$ cat src/hw/rtl/eapol_supplicant_pae_fsm_defines.svh
// ----------------------------------------------------------------------------
// eapol supplicant pae defines
// assertion macros used by the rtl of the supplicant pae state machine
// ----------------------------------------------------------------------------
`ifndef EAPOL_SUPPLICANT_PAE_FSM_DEFINES_SVH
`define EAPOL_SUPPLICANT_PAE_FSM_DEFINES_SVH

`ifndef ASSERT_OFF
// checked only out of reset
`define EAPOL_ASSERT(lbl, clk, rst_n, prop, msg) \
    lbl: assert property (@(posedge clk) disable iff (!rst_n) prop) else $error(msg);
// checked at every edge, reset included
`define EAPOL_ASSERT_ALWAYS(lbl, clk, prop, msg) \
    lbl: assert property (@(posedge clk) prop) else $error(msg);
`else
`define EAPOL_ASSERT(lbl, clk, rst_n, prop, msg)
`define EAPOL_ASSERT_ALWAYS(lbl, clk, prop, msg)
`endif

`endif

$ cat src/hw/rtl/eapol_pkg.sv
// ----------------------------------------------------------------------------
// eapol supplicant pae package
// state and transmit codes, register indexes and payload types
// ----------------------------------------------------------------------------
package eapol_pkg;

    localparam logic [2:0] ST_LOGOFF         = 3'd0;
    localparam logic [2:0] ST_DISCONNECTED   = 3'd1;
    localparam logic [2:0] ST_CONNECTING     = 3'd2;
    localparam logic [2:0] ST_ACQUIRED       = 3'd3;
    localparam logic [2:0] ST_AUTHENTICATING = 3'd4;
    localparam logic [2:0] ST_HELD           = 3'd5;
    localparam logic [2:0] ST_AUTHENTICATED  = 3'd6;

    localparam logic [2:0] TX_NONE     = 3'd0;
    localparam logic [2:0] TX_START    = 3'd1;
    localparam logic [2:0] TX_LOGOFF   = 3'd2;
    localparam logic [2:0] TX_RSP_ID   = 3'd3;
    localparam logic [2:0] TX_RSP_AUTH = 3'd4;

    localparam logic [8:0] NO_ID = 9'd256;
    localparam logic [7:0] START_COUNT_MAX = 8'd255;

    localparam int CFG_IDX_W  = 2;
    localparam int CFG_DATA_W = 16;

    localparam logic [CFG_IDX_W-1:0] CFG_MAX_START    = 2'd0;
    localparam logic [CFG_IDX_W-1:0] CFG_START_PERIOD = 2'd1;
    localparam logic [CFG_IDX_W-1:0] CFG_HELD_PERIOD  = 2'd2;
    localparam logic [CFG_IDX_W-1:0] CFG_AUTH_PERIOD  = 2'd3;

    localparam logic [7:0]  MAX_START_RST    = 8'd3;
    localparam logic [15:0] START_PERIOD_RST = 16'd30;
    localparam logic [15:0] HELD_PERIOD_RST  = 16'd60;
    localparam logic [15:0] AUTH_PERIOD_RST  = 16'd30;

    typedef struct packed {
        logic       initialize;
        logic       port_enabled;
        logic       user_logoff;
        logic       eap_success_rx;
        logic       eap_fail_rx;
        logic       req_id_rx;
        logic       req_auth_rx;
        logic [7:0] received_id;
        logic       tick;
    } t_in;

    typedef struct packed {
        logic [2:0] pae_state;
        logic       authorized;
        logic [2:0] tx_kind;
        logic [7:0] tx_id;
        logic [8:0] tx_prev_id;
    } t_out;

    typedef struct packed {
        logic [7:0]  max_start;
        logic [15:0] start_period;
        logic [15:0] held_period;
        logic [15:0] auth_period;
    } t_cfg;

    typedef struct packed {
        logic [2:0]  state;
        logic [7:0]  start_count;
        logic        logoff_sent;
        logic        success;
        logic        fail;
        logic        req_id;
        logic        req_auth;
        logic [7:0]  last_rx_id;
        logic [8:0]  prev_id;
        logic        authorized;
        logic [15:0] start_timer;
        logic [15:0] held_timer;
        logic [15:0] auth_timer;
    } t_pae;

endpackage

$ cat src/hw/rtl/eapol_supplicant_pae_fsm.sv
// ----------------------------------------------------------------------------
// eapol supplicant pae state machine
// 802.1x supplicant port access entity, one result per request
// ----------------------------------------------------------------------------
// channel   direction  signals
// in        input      i_in_valid, o_in_stall, i_in_data
// out       output     o_out_valid, i_out_stall, o_out_data
// cfg       input      i_cfg_we, i_cfg_index, i_cfg_data
//
// one request per cycle unless the input stalls; the result shows in the cycle after it is taken
// the pae state update and the result register load at the same edge
// synchronous active-low reset puts the pae in disconnected, registers at defaults
// input stalls only while a result is held and the output side stalls
// ----------------------------------------------------------------------------
`include "eapol_supplicant_pae_fsm_defines.svh"

module eapol_supplicant_pae_fsm (
    input  logic                                i_clk,
    input  logic                                i_rst_n,
    input  logic                                i_in_valid,
    output logic                                o_in_stall,
    input  eapol_pkg::t_in                      i_in_data,
    output logic                                o_out_valid,
    input  logic                                i_out_stall,
    output eapol_pkg::t_out                     o_out_data,
    input  logic                                i_cfg_we,
    input  logic [eapol_pkg::CFG_IDX_W-1:0]     i_cfg_index,
    input  logic [eapol_pkg::CFG_DATA_W-1:0]    i_cfg_data
);
    import eapol_pkg::*;

    t_cfg r_cfg;
    t_pae r_pae;
    t_pae n_pae;
    t_out r_out;
    t_out n_out;
    logic r_out_valid;
    logic accept;

    assign o_in_stall  = r_out_valid && i_out_stall;
    assign accept      = i_in_valid && !o_in_stall;
    assign o_out_valid = r_out_valid;
    assign o_out_data  = r_out;

    eapol_step u_step (
        .i_cur  (r_pae),
        .i_item (i_in_data),
        .i_cfg  (r_cfg),
        .o_nxt  (n_pae),
        .o_res  (n_out)
    );

    always_ff @(posedge i_clk) begin
        if (!i_rst_n) begin
            r_cfg.max_start    <= MAX_START_RST;
            r_cfg.start_period <= START_PERIOD_RST;
            r_cfg.held_period  <= HELD_PERIOD_RST;
            r_cfg.auth_period  <= AUTH_PERIOD_RST;
        end else if (i_cfg_we) begin
            unique case (i_cfg_index)
                CFG_MAX_START:    r_cfg.max_start    <= i_cfg_data[7:0];
                CFG_START_PERIOD: r_cfg.start_period <= i_cfg_data;
                CFG_HELD_PERIOD:  r_cfg.held_period  <= i_cfg_data;
                CFG_AUTH_PERIOD:  r_cfg.auth_period  <= i_cfg_data;
                default: ;
            endcase
        end
    end

    always_ff @(posedge i_clk) begin
        if (!i_rst_n) begin
            r_pae.state       <= ST_DISCONNECTED;
            r_pae.start_count <= 8'd0;
            r_pae.logoff_sent <= 1'b0;
            r_pae.success     <= 1'b0;
            r_pae.fail        <= 1'b0;
            r_pae.req_id      <= 1'b0;
            r_pae.req_auth    <= 1'b0;
            r_pae.last_rx_id  <= 8'd0;
            r_pae.prev_id     <= NO_ID;
            r_pae.authorized  <= 1'b0;
            r_pae.start_timer <= 16'd0;
            r_pae.held_timer  <= 16'd0;
            r_pae.auth_timer  <= 16'd0;
        end else if (accept) begin
            r_pae <= n_pae;
        end
    end

    always_ff @(posedge i_clk) begin
        if (!i_rst_n) begin
            r_out_valid <= 1'b0;
        end else if (accept) begin
            r_out_valid <= 1'b1;
        end else if (!i_out_stall) begin
            r_out_valid <= 1'b0;
        end
    end

    always_ff @(posedge i_clk) begin
        if (accept) begin
            r_out <= n_out;
        end
    end

    `EAPOL_ASSERT(a_accept_gives_result, i_clk, i_rst_n, accept |=> o_out_valid, "request without result")
    `EAPOL_ASSERT(a_no_tx_no_prev, i_clk, i_rst_n, (o_out_valid && o_out_data.tx_kind == TX_NONE) |-> (o_out_data.tx_prev_id == NO_ID), "prev id without response")
    `EAPOL_ASSERT(a_state_matches_out, i_clk, i_rst_n, (o_out_valid && !$past(accept)) |-> (o_out_data.pae_state == r_pae.state), "held result out of step with state")
    `EAPOL_ASSERT_ALWAYS(a_reset_disconnected, i_clk, $past(!i_rst_n) |-> (r_pae.state == ST_DISCONNECTED && !r_out_valid), "reset did not disconnect")

endmodule

$ cat src/hw/rtl/eapol_step.sv
// ----------------------------------------------------------------------------
// eapol supplicant pae step
// next pae state and transmit result for one request
// ----------------------------------------------------------------------------
module eapol_step (
    input  eapol_pkg::t_pae i_cur,
    input  eapol_pkg::t_in  i_item,
    input  eapol_pkg::t_cfg i_cfg,
    output eapol_pkg::t_pae o_nxt,
    output eapol_pkg::t_out o_res
);
    import eapol_pkg::*;

    always_comb begin
        t_pae       s;
        logic       down;
        logic       logoff;
        logic       take;
        logic [2:0] tgt;
        logic [2:0] kind;
        logic [7:0] tx_id;
        logic [8:0] tx_prev;

        s = i_cur;
        if (i_item.eap_success_rx) s.success = 1'b1;
        if (i_item.eap_fail_rx) s.fail = 1'b1;
        if (i_item.req_id_rx) s.req_id = 1'b1;
        if (i_item.req_auth_rx) s.req_auth = 1'b1;
        if (i_item.req_id_rx || i_item.req_auth_rx) s.last_rx_id = i_item.received_id;

        if (i_item.tick) begin
            if (s.start_timer != 16'd0) s.start_timer = s.start_timer - 16'd1;
            if (s.held_timer != 16'd0) s.held_timer = s.held_timer - 16'd1;
            if (s.auth_timer != 16'd0) s.auth_timer = s.auth_timer - 16'd1;
        end

        down    = i_item.initialize || !i_item.port_enabled;
        logoff  = i_item.user_logoff;
        take    = 1'b1;
        tgt     = ST_DISCONNECTED;
        kind    = TX_NONE;
        tx_id   = 8'd0;
        tx_prev = NO_ID;

        // global rules first
        if (logoff && !s.logoff_sent && !down) begin
            tgt = ST_LOGOFF;
        end else if (down) begin
            tgt = ST_DISCONNECTED;
        end else if (s.fail && !logoff && !s.logoff_sent) begin
            tgt = ST_HELD;
        end else if (s.success && !logoff && !s.logoff_sent) begin
            tgt = ST_AUTHENTICATED;
        end else begin
            take = 1'b0;
            unique case (s.state)
                ST_LOGOFF: begin
                    if (!logoff) begin
                        take = 1'b1;
                        tgt  = ST_DISCONNECTED;
                    end
                end
                ST_CONNECTING: begin
                    if (s.start_timer == 16'd0 && s.start_count >= i_cfg.max_start) begin
                        take = 1'b1;
                        tgt  = ST_AUTHENTICATED;
                    end else if (s.req_id) begin
                        take = 1'b1;
                        tgt  = ST_ACQUIRED;
                    end else if (s.start_timer == 16'd0) begin
                        take = 1'b1;
                        tgt  = ST_CONNECTING;
                    end
                end
                ST_HELD: begin
                    if (s.held_timer == 16'd0) begin
                        take = 1'b1;
                        tgt  = ST_CONNECTING;
                    end else if (s.req_id) begin
                        take = 1'b1;
                        tgt  = ST_ACQUIRED;
                    end
                end
                ST_AUTHENTICATING: begin
                    if (s.req_auth) begin
                        take = 1'b1;
                        tgt  = ST_AUTHENTICATING;
                    end else if (s.req_id) begin
                        take = 1'b1;
                        tgt  = ST_ACQUIRED;
                    end else if (s.auth_timer == 16'd0) begin
                        take = 1'b1;
                        tgt  = ST_CONNECTING;
                    end
                end
                ST_ACQUIRED: begin
                    if (s.req_id) begin
                        take = 1'b1;
                        tgt  = ST_ACQUIRED;
                    end else if (s.req_auth) begin
                        take = 1'b1;
                        tgt  = ST_AUTHENTICATING;
                    end else if (s.auth_timer == 16'd0) begin
                        take = 1'b1;
                        tgt  = ST_CONNECTING;
                    end
                end
                ST_AUTHENTICATED: begin
                    if (s.req_id) begin
                        take = 1'b1;
                        tgt  = ST_ACQUIRED;
                    end
                end
                default: begin
                    // disconnected and the unused code
                    take = 1'b1;
                    tgt  = ST_CONNECTING;
                end
            endcase
        end

        // entry actions
        if (take) begin
            s.state = tgt;
            unique case (tgt)
                ST_LOGOFF: begin
                    kind          = TX_LOGOFF;
                    s.logoff_sent = 1'b1;
                    s.authorized  = 1'b0;
                end
                ST_CONNECTING: begin
                    s.start_timer = i_cfg.start_period;
                    if (s.start_count != START_COUNT_MAX) s.start_count = s.start_count + 8'd1;
                    s.req_id = 1'b0;
                    kind     = TX_START;
                end
                ST_ACQUIRED: begin
                    s.auth_timer  = i_cfg.auth_period;
                    s.start_count = 8'd0;
                    s.req_id      = 1'b0;
                    s.req_auth    = 1'b0;
                    kind          = TX_RSP_ID;
                    tx_id         = s.last_rx_id;
                    tx_prev       = s.prev_id;
                    s.prev_id     = {1'b0, s.last_rx_id};
                end
                ST_AUTHENTICATING: begin
                    s.auth_timer = i_cfg.auth_period;
                    s.req_auth   = 1'b0;
                    kind         = TX_RSP_AUTH;
                    tx_id        = s.last_rx_id;
                    tx_prev      = s.prev_id;
                    s.prev_id    = {1'b0, s.last_rx_id};
                end
                ST_HELD: begin
                    s.held_timer = i_cfg.held_period;
                    s.fail       = 1'b0;
                    s.success    = 1'b0;
                    s.authorized = 1'b0;
                end
                ST_AUTHENTICATED: begin
                    s.success    = 1'b0;
                    s.fail       = 1'b0;
                    s.authorized = 1'b1;
                end
                default: begin
                    s.state       = ST_DISCONNECTED;
                    s.success     = 1'b0;
                    s.fail        = 1'b0;
                    s.start_count = 8'd0;
                    s.logoff_sent = 1'b0;
                    s.prev_id     = NO_ID;
                    s.authorized  = 1'b0;
                end
            endcase
        end

        o_nxt            = s;
        o_res.pae_state  = s.state;
        o_res.authorized = s.authorized;
        o_res.tx_kind    = kind;
        o_res.tx_id      = tx_id;
        o_res.tx_prev_id = tx_prev;
    end

endmodule

$ cat config.mk
export PLATFORM = sky130hd
export DESIGN_NAME = eapol_supplicant_pae_fsm
export DESIGN_NICKNAME = d
export VERILOG_FILES = /design/src/hw/rtl/eapol_pkg.sv /design/src/hw/rtl/eapol_supplicant_pae_fsm.sv /design/src/hw/rtl/eapol_step.sv
export VERILOG_INCLUDE_DIRS = /design/src /design/src/hw/rtl
export SDC_FILE = /design/constraint.sdc
export NUM_CORES = 1
export LEC_CHECK = 0
export BUFFER_PORTS_ARGS = -buffer_cell sky130_fd_sc_hd__buf_4
export CAP_MARGIN = 20
export CORE_AREA = 2 2 137 193
export DETAILED_ROUTE_END_ITERATION = 10
export DIE_AREA = 0 0 139 195
export GPL_TIMING_DRIVEN = 0
export HOLD_SLACK_MARGIN = 0.06
export PLACE_DENSITY = 0.55
export SLEW_MARGIN = 5
export SYNTH_ARGS = -nofsm -noshare
export SYNTH_HDL_FRONTEND = slang
export SYNTH_HIERARCHICAL = 1
export SYNTH_SLANG_ARGS = --single-unit
$ cat constraint.sdc
create_clock -name i_clk -period 7.8 [get_ports i_clk]
set_input_delay 0.78 -clock i_clk [delete_from_list [all_inputs] [get_ports i_clk]]
set_output_delay 0.78 -clock i_clk [all_outputs]
set_load 0.01 [all_outputs]
Yosys cells after proc, flatten, opt, wreduce, memory -nomap -nowiden
Cells that the tools add are included.
Widths: inputs -> output; s select.
{"block": "word_totals", "out_inout_bits": 26, "wordCells": 145, "in_bits": 39, "ff_bits": 163}
{"block": "classes", "mux": 57, "n_eq_ne": 16, "order_cmp": 1, "bitwise": 3, "addsub": 4, "reduce_logical": 41}
{"cell": "$mux 16", "n": 7}
{"cell": "$mux 49", "n": 1}
{"cell": "$logic_not 16->1", "n": 3}
{"cell": "$mux 48", "n": 1}
{"cell": "$reduce_bool 16->1", "n": 3}
{"cell": "$sub 16x1->16 const B", "n": 3}
{"cell": "$mux 3", "n": 12}
{"cell": "$mux 1", "n": 23}
{"cell": "$eq 3x3->1 const B", "n": 6}
{"cell": "$pmux 3 s6", "n": 1}
{"cell": "$pmux 9 s2", "n": 1}
{"cell": "$mux 8", "n": 2}
{"cell": "$pmux 8 s2", "n": 1}
{"cell": "$eq 3x2->1 const B", "n": 4}
{"cell": "$pmux 3 s4", "n": 1}
{"cell": "$reduce_or 4->1", "n": 3}
{"cell": "$reduce_and 2->1", "n": 5}
{"cell": "$logic_and 1x1->1", "n": 9}
{"cell": "$add 8x1->8 const B", "n": 1}
{"cell": "$ge 8x8->1", "n": 1}
{"cell": "$mux 2", "n": 4}
{"cell": "$ne 8x8->1 const B", "n": 1}
{"cell": "$logic_not 3->1", "n": 2}
{"cell": "$pmux 1 s6", "n": 1}
{"cell": "14 further kinds", "n": 26}

Longest topological paths before layout
Gate-level depths: netlist of run 1.
{"block": "depth", "ltp_word": 16, "depth_mapped": 17, "depth_no_buf": 14}

By module
The synthesis of run 1 kept the hierarchy.
{"mod": "eapol_supplicant_pae_fsm", "instances": 1, "seq_area_each_um2": 3503.4, "area_per_inst_um2": 6206.0, "cells_each": 594}
{"mod": "eapol_step", "instances": 1, "seq_area_each_um2": 0.0, "area_per_inst_um2": 3796.1, "cells_each": 557}

Worst setup path after synthesis of run 1
Ideal clock, no wire load.
{"block": "synth_timing", "path_type": "input port to flip-flop", "startpoint": "input i_in_data[0] in the netlist's numbering", "endpoint": "register r_pae[10] in the netlist's numbering", "path_stages": 12, "t_arrival_ps": 3872, "n_path_buf": 1, "path_slack_ps": 3808, "setup_time_ps": 120, "required_ps": 7680, "path_cell_list": "or3b_2 -> o41ai_1 -> o211ai_1 -> nor3_1 -> a41oi_1 -> or4_4 -> o31ai_4 -> mux2_4 -> buf_8 -> mux2_4 -> nand2_1 -> mux2i_1"}
{"element": "start, declared", "line_no": "eapol_supplicant_pae_fsm.sv:22", "rtl": "input eapol_pkg::t_in i_in_data,"}
{"element": "end signal, assigned", "line_no": "eapol_supplicant_pae_fsm.sv:86", "rtl": "r_pae <= n_pae;"}
{"element": "end, declared", "line_no": "eapol_supplicant_pae_fsm.sv:33", "rtl": "t_pae r_pae;"}

==> reports/qor.csv, run 1 <==
stage,metric,value,unit
run_status,status,"complete, no violations",
sta,tns,0,ps
synthesis,synth_top_area_cell,dfxtp_1,
synthesis,syn_nets,1202,
cells_and_area,n_antenna_cell,0,
setup_path,r2r_slack,2300,ps
synthesis,synth_top_area_share,27.8,%
sta,tightest_slew,1100,ps
sta,maxSlewViolCount,0,
sta,setup_slack,2300,ps
pwr,p_comb_share,55.0,%
setup_path,cp.required,8120,ps
place,preCtsSetupSlack,1930,ps
pwr,p_leak,0.00477,µW
cells_and_area,final_cell_mix,"268 x nand2_1, 150 x mux2i_1, 139 x dfxtp_1",
grt,grt_pass1_vias,8134,
clock_tree,cts-buffers-inserted,17,
synthesis,yosysUniqueCellTypes,81,
pwr,swShare,43.3,%
die,dieHeight,195,µm
setup_path,setup.worst_path.start_class,flip-flop,
route,drc,0,
cells_and_area,fin_area,11500,µm²
pwr,ir_worst_vdd,0.172,mV
synthesis,synth-seq-cells,163,
place,postPlaceCellArea,10900,µm²
min_path,hp-start,r_pae[60],
route,wire_per_inst,18.4,µm
synthesis,synth_edf_count,24,
place,io_buffers,63,
route,viasPerCell,5.43,
pwr,pwr-share-seq,25.5,%
clock_tree,postCtsHoldBufs,0,
cells_and_area,fin_nets,1285,
cells_and_area,final_common_cell,nand2_1,
pwr,switchingPower,1900,µW
die,core.rowCount,69,
sta,final.min_clock_period,5500,ps
setup_path,r2r_cells,15,
min_path,holdPathStages,2,
synthesis,syn_area,10000,µm²
die,core_area,25200,µm²
grt,grt_start_max_net_pins,34,
clock_tree,clock_path_buffers,2,
clock_tree,cts_max_level,4,
setup_path,path_max_fanout,10,
flow_run,drv_cap,0,
synthesis,async_flop_share,0,%
clock_tree,cts_resized,0,
route,ant_nets,0,
grt,grt_pass1_wl,45.0,mm
cells_and_area,syn_to_final_growth,14.7,%
synthesis,ys.flop_type,dfxtp_1,
min_path,worst_hold_path_type,reg2reg,
setup_path,criticalPathCategory,reg2reg,
clock_tree,postCtsSetupRepairBufs,0,
die,die_w,139,µm
die,start_util,39.7,%
setup_path,endpoint_kind,flip-flop,
synthesis,yosys_warnings,6,
place,routabilityCongestion,0.913,
route,drt_wl_total,28.7,mm
route,drtIter0Drc,445,
place,dp_hpwl,21.8,mm
sta,fin_crit_sh,70.5,%
sta,fin_skew,16.6,ps
grt,antenna_found_initial,0,
clock_tree,root_buffer,clkbuf_16,
sta,rsz0062_at_grt,false,
grt,grtUsageTotal,21.1,%
die,die_area,27100,µm²
setup_path,r2r_end,r_pae[66],
min_path,hold-path-endpoint,r_pae[60],
grt,grt_overflow_total,0,
cells_and_area,drive_gt1_share,17.6,%
setup_path,r2r_start,r_pae[16],
setup_path,critPathArrivalTime,5820,ps
route,vias,8504,
route,first_pass_iters,5,
sta,fin_hold_ws,457,ps
synthesis,yosysSeqAreaShare,35.0,%
sta,setup_viol_count_final,0,
die,io_pins,65,
clock_tree,cts_tree,built,
synthesis,syn_avg_cell_area,8.69,µm²
pwr,p_per_area,383,nW/µm²
clock_tree,clk_latency,440,ps
cells_and_area,n_fill_cell,2552,
pwr,p_int,2490,µW
sta,max_freq,182,MHz
synthesis,synth_area_leaders,"dfxtp_1 28%, mux2i_1 15%, nand2_1 10%",
clock_tree,clkTransAtPathRegs,70,ps
sta,hold_violations,0,
sta,maxSlewHeadroom,24.5,%
clock_tree,clock_sinks,163,
synthesis,synthCells,1151,
pwr,p_clk_share,19.6,%
## cell usage after synthesis (5+ instances only)
master    count
a21oi_1      21
a31oi_1      12
a32o_1        9
and2_1       20
and4_1        5
buf_2        34
buf_4         7
buf_6        11
clkbuf_1     19
dfxtp_1     139
edfxtp_1     24
ha_1         12
inv_1        35
mux2_2       43
mux2_4        7
mux2i_1     150
nand2_1     268
nand2b_1      8
nand3_1      21
nand3b_1      5
nand4_1      15
nor2_1       53
nor2b_1      30
nor3_1       24
nor4_1       14
o211ai_1     10
o21a_1        6
o21ai_0      23
or3_1         7
or4_1         5
xnor2_1      16
xor2_1       13
## critical path, stage by stage, from the launching register on
cell and delay (ps):
dfxtp_1 360, inv_1 100, ha_1 250, nor3b_1 530
buf_2 330, nand3_1 200, a21oi_1 210, nand4_1 120
nor4_1 870, a21oi_1 250, o31ai_4 530, mux2i_1 960
clkbuf_1 410, nor2_1 90, nand2_1 80, mux2i_1 80
## metrics by stage
stage / util [%] / power (µW) / instances
6_report: 45.5 / 4390 / 1566
5_1_grt: 45.5 / 4690 / 1566
4_1_cts: 45.5 / 4380 / 1566
3_5_place_dp: 43.2 / 3510 / 1534
3_3_place_gp: 43.1 / 3480 / 1533
2_1_floorplan: - / 2940 / 1151
## cell type report
type	instances	area, µm²	area share (%)
buffer	74	440	3.84
clock inverter	14	146	1.28
tap	319	399	3.48
clock buffer	18	450	3.93
timing repair buffer	64	477	4.15
multi-input combinational	879	5930	51.7
sequential	163	3500	30.5
inverter	35	131	1.14
## logic make-up after synthesis
family,after synthesis,synth area share (%)
compound gates,126,8.98
flops,163,35.0
buf+inv,109,5.72
mux,201,21.0
simple gates,511,25.2
xor+xnor,29,2.54
fa+ha+maj,12,1.50
## registers in the layout, indices dropped and copies added (netlist names)
name and flops:
o_out_valid 1, r_cfg 56, r_pae 82, o_out_data 24
## power by group through the flow
stage | Combinational, µW | Clock (µW) | Sequential [µW]
6_report | 2410 | 859 | 1120
5_1_grt | 2640 | 916 | 1140
4_1_cts | 2390 | 878 | 1120
3_5_place_dp | 2370 | 0 | 1130
3_3_place_gp | 2350 | 0 | 1130
2_1_floorplan | 1850 | 0 | 1100
## metal layers
layer	track usage, %	vias to the layer above	wire length [µm]
met3	3.19	43	1070
met4	7.82	0	799
li1	-	4229	-
met5	0	-	0
met2	38.3	205	15000
met1	25.0	4027	11900
## worst max-delay path by stage
stage | start | end | slack [ps]
floorplan | i_in_data[0] | r_pae[10] | 3810
global placement | i_in_data[0] | r_pae[66] | 1650
detailed placement | i_in_data[0] | r_pae[66] | 1930
CTS | i_in_data[0] | r_pae[66] | 2370
global route | r_pae[16] | r_pae[56] | 2070
finish | r_pae[16] | r_pae[66] | 2300
(Power assumes the default switching activity.)
==> run 2: changes to the inputs <==
- ABC_AREA: not set -> 1
- CORE_AREA: 2 2 137 193 -> 2 2 140 197
- DIE_AREA: 0 0 139 195 -> 0 0 142 199
- PLACE_DENSITY: 0.55 -> 0.57
- clock period: 7.8 -> 4.85 ns (I/O delays scaled with it)
==> run 2 against run 1 <==
- first-iteration DRC count increased by 25%
- non-clock buffer count increased by 1
- clock power increased by 77%
- clock-buffer cell count increased by 1
==> reports/qor.csv, run 2 <==
stage,metric,value,unit
run_status,status,"complete, no violations",
clock_tree,clk_latency,440,ps
sta,setup_viol_count_final,0,
setup_path,r2r_end,r_pae[35],
sta,hold_violations,0,
pwr,pwr-share-seq,38.4,%
sta,tightest_slew,794,ps
min_path,hp-start,i_cfg_data[3],
cells_and_area,drive_gt1_share,11.8,%
synthesis,synth-seq-cells,163,
route,drt_wl_total,31.2,mm
sta,max_freq,275,MHz
clock_tree,clock_path_buffers,2,
grt,grt_overflow_total,0,
place,io_buffers,62,
synthesis,yosysUniqueCellTypes,48,
sta,rsz0062_at_grt,false,
synthesis,muxShareOfSynthArea,0.0958,%
place,dp_hpwl,24.4,mm
synthesis,yosysSeqAreaShare,33.5,%
die,core.rowCount,71,
synthesis,synth-adder-area-share,1.44,%
setup_path,criticalPathCategory,reg2reg,
pwr,p_per_area,338,nW/µm²
place,postPlaceCellArea,11300,µm²
route,first_pass_iters,7,
setup_path,path_max_fanout,10,
route,ant_nets,0,
flow_run,drv_cap,0,
die,io_pins,65,
route,wire_per_inst,14.8,µm
synthesis,syn_nets,1734,
clock_tree,cts_resized,0,
synthesis,synth_area_leaders,"dfxtp_1 27%, nand2_1 19%, nor2_1 12%",
place,routabilityCongestion,0.896,
synthesis,synth_top_area_share,26.6,%
synthesis,yosys.area_share.simple,49.5,%
pwr,p_int,2780,µW
pwr,p_leak,0.00610,µW
synthesis,synth_edf_count,24,
clock_tree,root_buffer,clkbuf_16,
sta,fin_crit_sh,74.9,%
synthesis,synth_top_family_by_area,simple AND/OR/NAND/NOR gates,
synthesis,yosys_warnings,6,
grt,grt_pass1_vias,9628,
sta,maxSlewHeadroom,46.5,%
setup_path,cp-startpoint,r_pae[0],
route,viasPerCell,4.81,
cells_and_area,fin_area,12000,µm²
setup_path,r2r_slack,1220,ps
synthesis,synth_common_cells,"540 x nand2_1, 342 x nor2_1, 161 x inv_1",
min_path,worst_hold_path_type,in2reg,
setup_path,r2r_cells,24,
setup_path,endpoint,r_pae[35],
cells_and_area,syn_to_final_growth,14.8,%
clock_tree,postCtsHoldBufs,0,
grt,grt_start_max_net_pins,34,
clock_tree,cts_tree,built,
grt,antenna_found_initial,0,
setup_path,critPathArrivalTime,4010,ps
grt,grt_pass1_wl,49.8,mm
cells_and_area,largest_register,r_pae,
clock_tree,clock_sinks,163,
setup_path,r2r_start,r_pae[0],
pwr,ir_worst_vdd,0.213,mV
clock_tree,cts-buffers-inserted,17,
pwr,p_clk_share,37.6,%
pwr,switchingPower,1270,µW
pwr,p_total,4050,µW
route,vias,10100,
setup_path,setup.worst_path.start_class,flip-flop,
die,dieHeight,199,µm
cells_and_area,n_fill_cell,2816,
clock_tree,postCtsSetupRepairBufs,0,
sta,fin_skew,7.97,ps
pwr,swShare,31.3,%
synthesis,synthCells,1683,
die,die_w,142,µm
die,die_area,28300,µm²
clock_tree,clkTransAtPathRegs,70,ps
setup_path,cp.required,5220,ps
synthesis,ys.flop_type,dfxtp_1,
synthesis,async_flop_share,0,%
min_path,holdPathStages,3,
grt,grtUsageTotal,22.7,%
clock_tree,cts_max_level,4,
pwr,p_comb_share,24.1,%
synthesis,synth_compound_area_share,3.89,%
cells_and_area,n_antenna_cell,0,
cells_and_area,fin_nets,1815,
sta,fin_hold_ws,314,ps
synthesis,yosys.cell_count.top_type,nand2_1,
setup_path,endpoint_kind,flip-flop,
synthesis,synth_xor_area_share,1.43,%
synthesis,synth_top_area_cell,dfxtp_1,
route,drc,0,
synthesis,syn_avg_cell_area,6.21,µm²
sta,maxSlewViolCount,0,
sta,final.min_clock_period,3630,ps
cells_and_area,final_common_cell,nand2_1,
synthesis,syn_area,10400,µm²
cells_and_area,largest_register_ff_count,82,
route,drtIter0Drc,558,
cells_and_area,final_cell_mix,"540 x nand2_1, 342 x nor2_1, 161 x inv_1",
sta,tns,0,ps
die,start_util,39.3,%
die,core_area,26600,µm²
-- run 2: cell count changes in the layout (fill, tap and decap cells not counted), sizes merged, moves of 15 or more --
cell    before  now
mux2        51    0
nor2b       30    0
nor2        53  366
inv         40  173
xnor2       16    0
nor3        25   10
nand2      269  553
and2        20    2
nor4        21    0
nand3       23  132
mux2i      150    1
nand3b       5   89
-- run 2: per-stage QoR --
step                      utilization [%]  worst slack [ps]  cells
after floorplan                         -              2020   1683
after global placement               42.6              1190   2073
after detailed placement             42.6              1180   2073
after CTS                            45.1              1280   2105
after global routing                 45.1               901   2105
final                                45.1              1220   2105
-- run 2: area by class of cell --
type                       count  area, µm²  share of cell area [%]
clock buffer                  19        464                    3.87
sequential                   163       3500                    29.2
timing repair buffer          62        465                    3.88
buffer                        77        408                    3.40
tap                          328        410                    3.42
multi-input combinational   1271       5890                    49.1
inverter                     172        649                    5.42
clock inverter                13        201                    1.68
-- run 2: worst max-delay path, stage by stage (launching register included) --
cell	delay (ps)
dfxtp_1	330
inv_1	120
ha_1	220
nand3_2	150
nor2_1	190
nand2_1	210
nand3_1	110
o21ai_0	190
nor2_1	150
nand3_1	80
nor2_1	220
nand2_1	110
nand2_1	90
nand2_1	70
nand3b_2	120
nor2_4	60
nor2_8	140
nand3_4	210
inv_2	140
buf_4	220
nand2_1	90
nand2_1	60
nand3b_1	90
nand2_1	80
nor2_1	90
-- run 2: how the worst min path moves through the flow --
stage                 to  slack [ps]
2_1_floorplan  r_cfg[49]         430
3_3_place_gp   r_cfg[49]         450
3_5_place_dp   r_cfg[49]         450
4_1_cts         r_cfg[2]         300
5_1_grt         r_cfg[3]         320
6_report       r_cfg[19]         310
-- run 2: metal layers --
metal,vias to the layer above,track usage [%],part of all wire [%]
li1,5399,-,-
met4,0,10.2,3.8
met2,189,40.3,49
met1,4486,27.2,44
met3,61,2.89,2.7
met5,-,0,0
-- run 2: power by group through the flow --
stage	sequential, µW	clock [µW]	combinational (µW)
after global placement	1580	0	956
after global routing	1570	1610	1110
after CTS	1550	1550	973
after detailed placement	1580	0	967
final	1550	1520	975
after floorplan	1560	0	713
-- run 2: logic make-up after synthesis --
group                    Yosys count
AND/OR/NAND/NOR                 1168
buffers and inverters            249
flip-flops                       163
AO/OA/AOI/OAI                     73
XOR/XNOR                          17
adder cells (fa/ha/maj)           12
multiplexers                       1
==> run 3: changes to the inputs <==
- PLACE_DENSITY: 0.57 -> 0.55
- clock period: 4.85 -> 3.5 ns (I/O delays scaled with it)
==> run 3 against run 2 <==
- critical path depth increased by 1
- combinational power rose by 47%
- highest routed layer unchanged
- sequential power rose by 39%
- register-to-register slack got worse by 1000 ps
==> reports/qor.csv, run 3 (same netlist as run 2, synthesis figures left out) <==
stage,metric,value,unit
clock_tree,clock_sinks,163,
clock_tree,clk_latency,430,ps
clock_tree,clock_path_buffers,2,
die,core_area,26600,µm²
sta,fin_crit_sh,94.7,%
cells_and_area,fin_nets,1823,
route,drtIter0Drc,607,
place,routabilityCongestion,0.925,
run_status,status,"complete, no violations",
sta,max_freq,302,MHz
route,drc,0,
place,io_buffers,62,
setup_path,endpoint_kind,flip-flop,
clock_tree,cts_tree,built,
cells_and_area,syn_to_final_growth,16.7,%
setup_path,cpMaxStageDelayCell,dfxtp_1,
grt,grt_start_max_net_pins,34,
setup_path,path_max_fanout,10,
cells_and_area,final_cell_mix,"538 x nand2_1, 334 x nor2_1, 158 x inv_1",
route,ant_nets,0,
pwr,p_leak,0.00616,µW
setup_path,r2r_slack,180,ps
setup_path,crit_top_cell,nand2_1,
pwr,p_total,5580,µW
clock_tree,clkTransAtPathRegs,60,ps
grt,antenna_found_initial,0,
route,wire_per_inst,15.3,µm
pwr,ir_worst_vdd,0.319,mV
cells_and_area,largest_register_ff_count,82,
route,viasPerCell,4.89,
sta,tns,0,ps
sta,hold_violations,0,
min_path,worst_hold_path_type,in2reg,
setup_path,cp.required,3830,ps
grt,grtUsageTotal,23.2,%
place,dp_hpwl,25.0,mm
die,die_w,142,µm
cells_and_area,n_antenna_cell,0,
die,core.rowCount,71,
setup_path,criticalPathCategory,reg2reg,
setup_path,critPathArrivalTime,3640,ps
die,start_util,39.3,%
setup_path,setup.worst_path.start_class,flip-flop,
cells_and_area,largest_register,r_pae,
sta,tightest_slew,751,ps
die,die_area,28300,µm²
sta,fin_skew,5.93,ps
grt,grt_overflow_total,0,
grt,grt_pass1_vias,9513,
sta,final.min_clock_period,3320,ps
setup_path,slowest_delay,330,ps
flow_run,drv_cap,0,
sta,maxSlewViolCount,0,
grt,grt_pass1_wl,50.5,mm
die,dieHeight,199,µm
route,first_pass_iters,5,
cells_and_area,final_common_cell,nand2_1,
die,io_pins,65,
sta,setup_viol_count_final,0,
clock_tree,cts_max_level,4,
clock_tree,root_buffer,clkbuf_16,
clock_tree,cts-buffers-inserted,17,
route,drt_wl_total,32.4,mm
route,vias,10300,
sta,maxSlewHeadroom,49.4,%
pwr,p_per_area,457,nW/µm²
cells_and_area,drive_gt1_share,13.3,%
sta,fin_hold_ws,171,ps
[run 3: changes by cell type in the layout (fill, tap and decap cells not counted), moves of 3 or more]
cell     change
nor2_4       +9
inv_2        +3
nand3_4      +3
nor2_1       -8
inv_1        -3
ha_4         +3
buf_4        +7
nand2_4      +4
ha_1         -3
[run 3: worst paths after layout]
kind,endpoint,startpoint,cells after the start
min reg2reg,r_cfg[49],r_cfg[49],2
min,r_cfg[3],i_cfg_data[3],3
max reg2reg,r_pae[31],r_pae[1],25
max,r_pae[31],r_pae[1],25
[run 3: worst max-delay path: cells and delay by family, from the launching register on]
| family | cells | cell delay [ps] |
|---|---|---|
| xor gates and xnor gates | 1 | 140 |
| buffers and inverters | 3 | 430 |
| DFF | 1 | 330 |
| AOI/OAI and AO/OA | 1 | 50 |
| adders and majority gates | 1 | 170 |
| and+or+nand+nor | 19 | 2090 |
[run 3: final cells by class]
type | instances | area, µm²
well taps | 328 | 410
clock inverters | 9 | 124
inverters | 172 | 653
repair buffers | 70 | 526
plain buffers | 77 | 413
fillers | 2804 | 14400
flip-flops and latches | 163 | 3500
multi-input cells | 1271 | 6060
clock buffers | 23 | 499
[run 3: power by group]
group | internal (µW) | total [µW] | switching, µW | leakage [µW]
Combinational | 532 | 1430 | 899 | 0.00446
Sequential | 2030 | 2160 | 125 | 0.00139
Clock | 1220 | 1990 | 768 | 0.000312
[run 3: per-stage QoR]
stage,cells,worst slack (ps),area [µm²],util [%]
after floorplan,1683,670,10400,-
after global placement,2073,-63.3,11300,42.6
after detailed placement,2073,-116,11300,42.6
after CTS,2107,28.4,12000,45.1
after global routing,2113,-30.1,12200,45.9
final,2113,184,12200,45.9
[run 3: routing by layer]
metal	share of wire [%]	track usage, %
met1	43	26.8
met2	51	42.5
met3	3.6	3.35
met4	3.0	9.22
met5	0	0
[run 3: repair_timing]
item | 4_1_cts | 5_1_grt
resized for setup | 6 | 38
cloned | 0 | 0
setup endpoints to repair | 39 | 70
setup buffers | 2 | 6
hold buffers | 0 | 0
pin swaps | 0 | 13
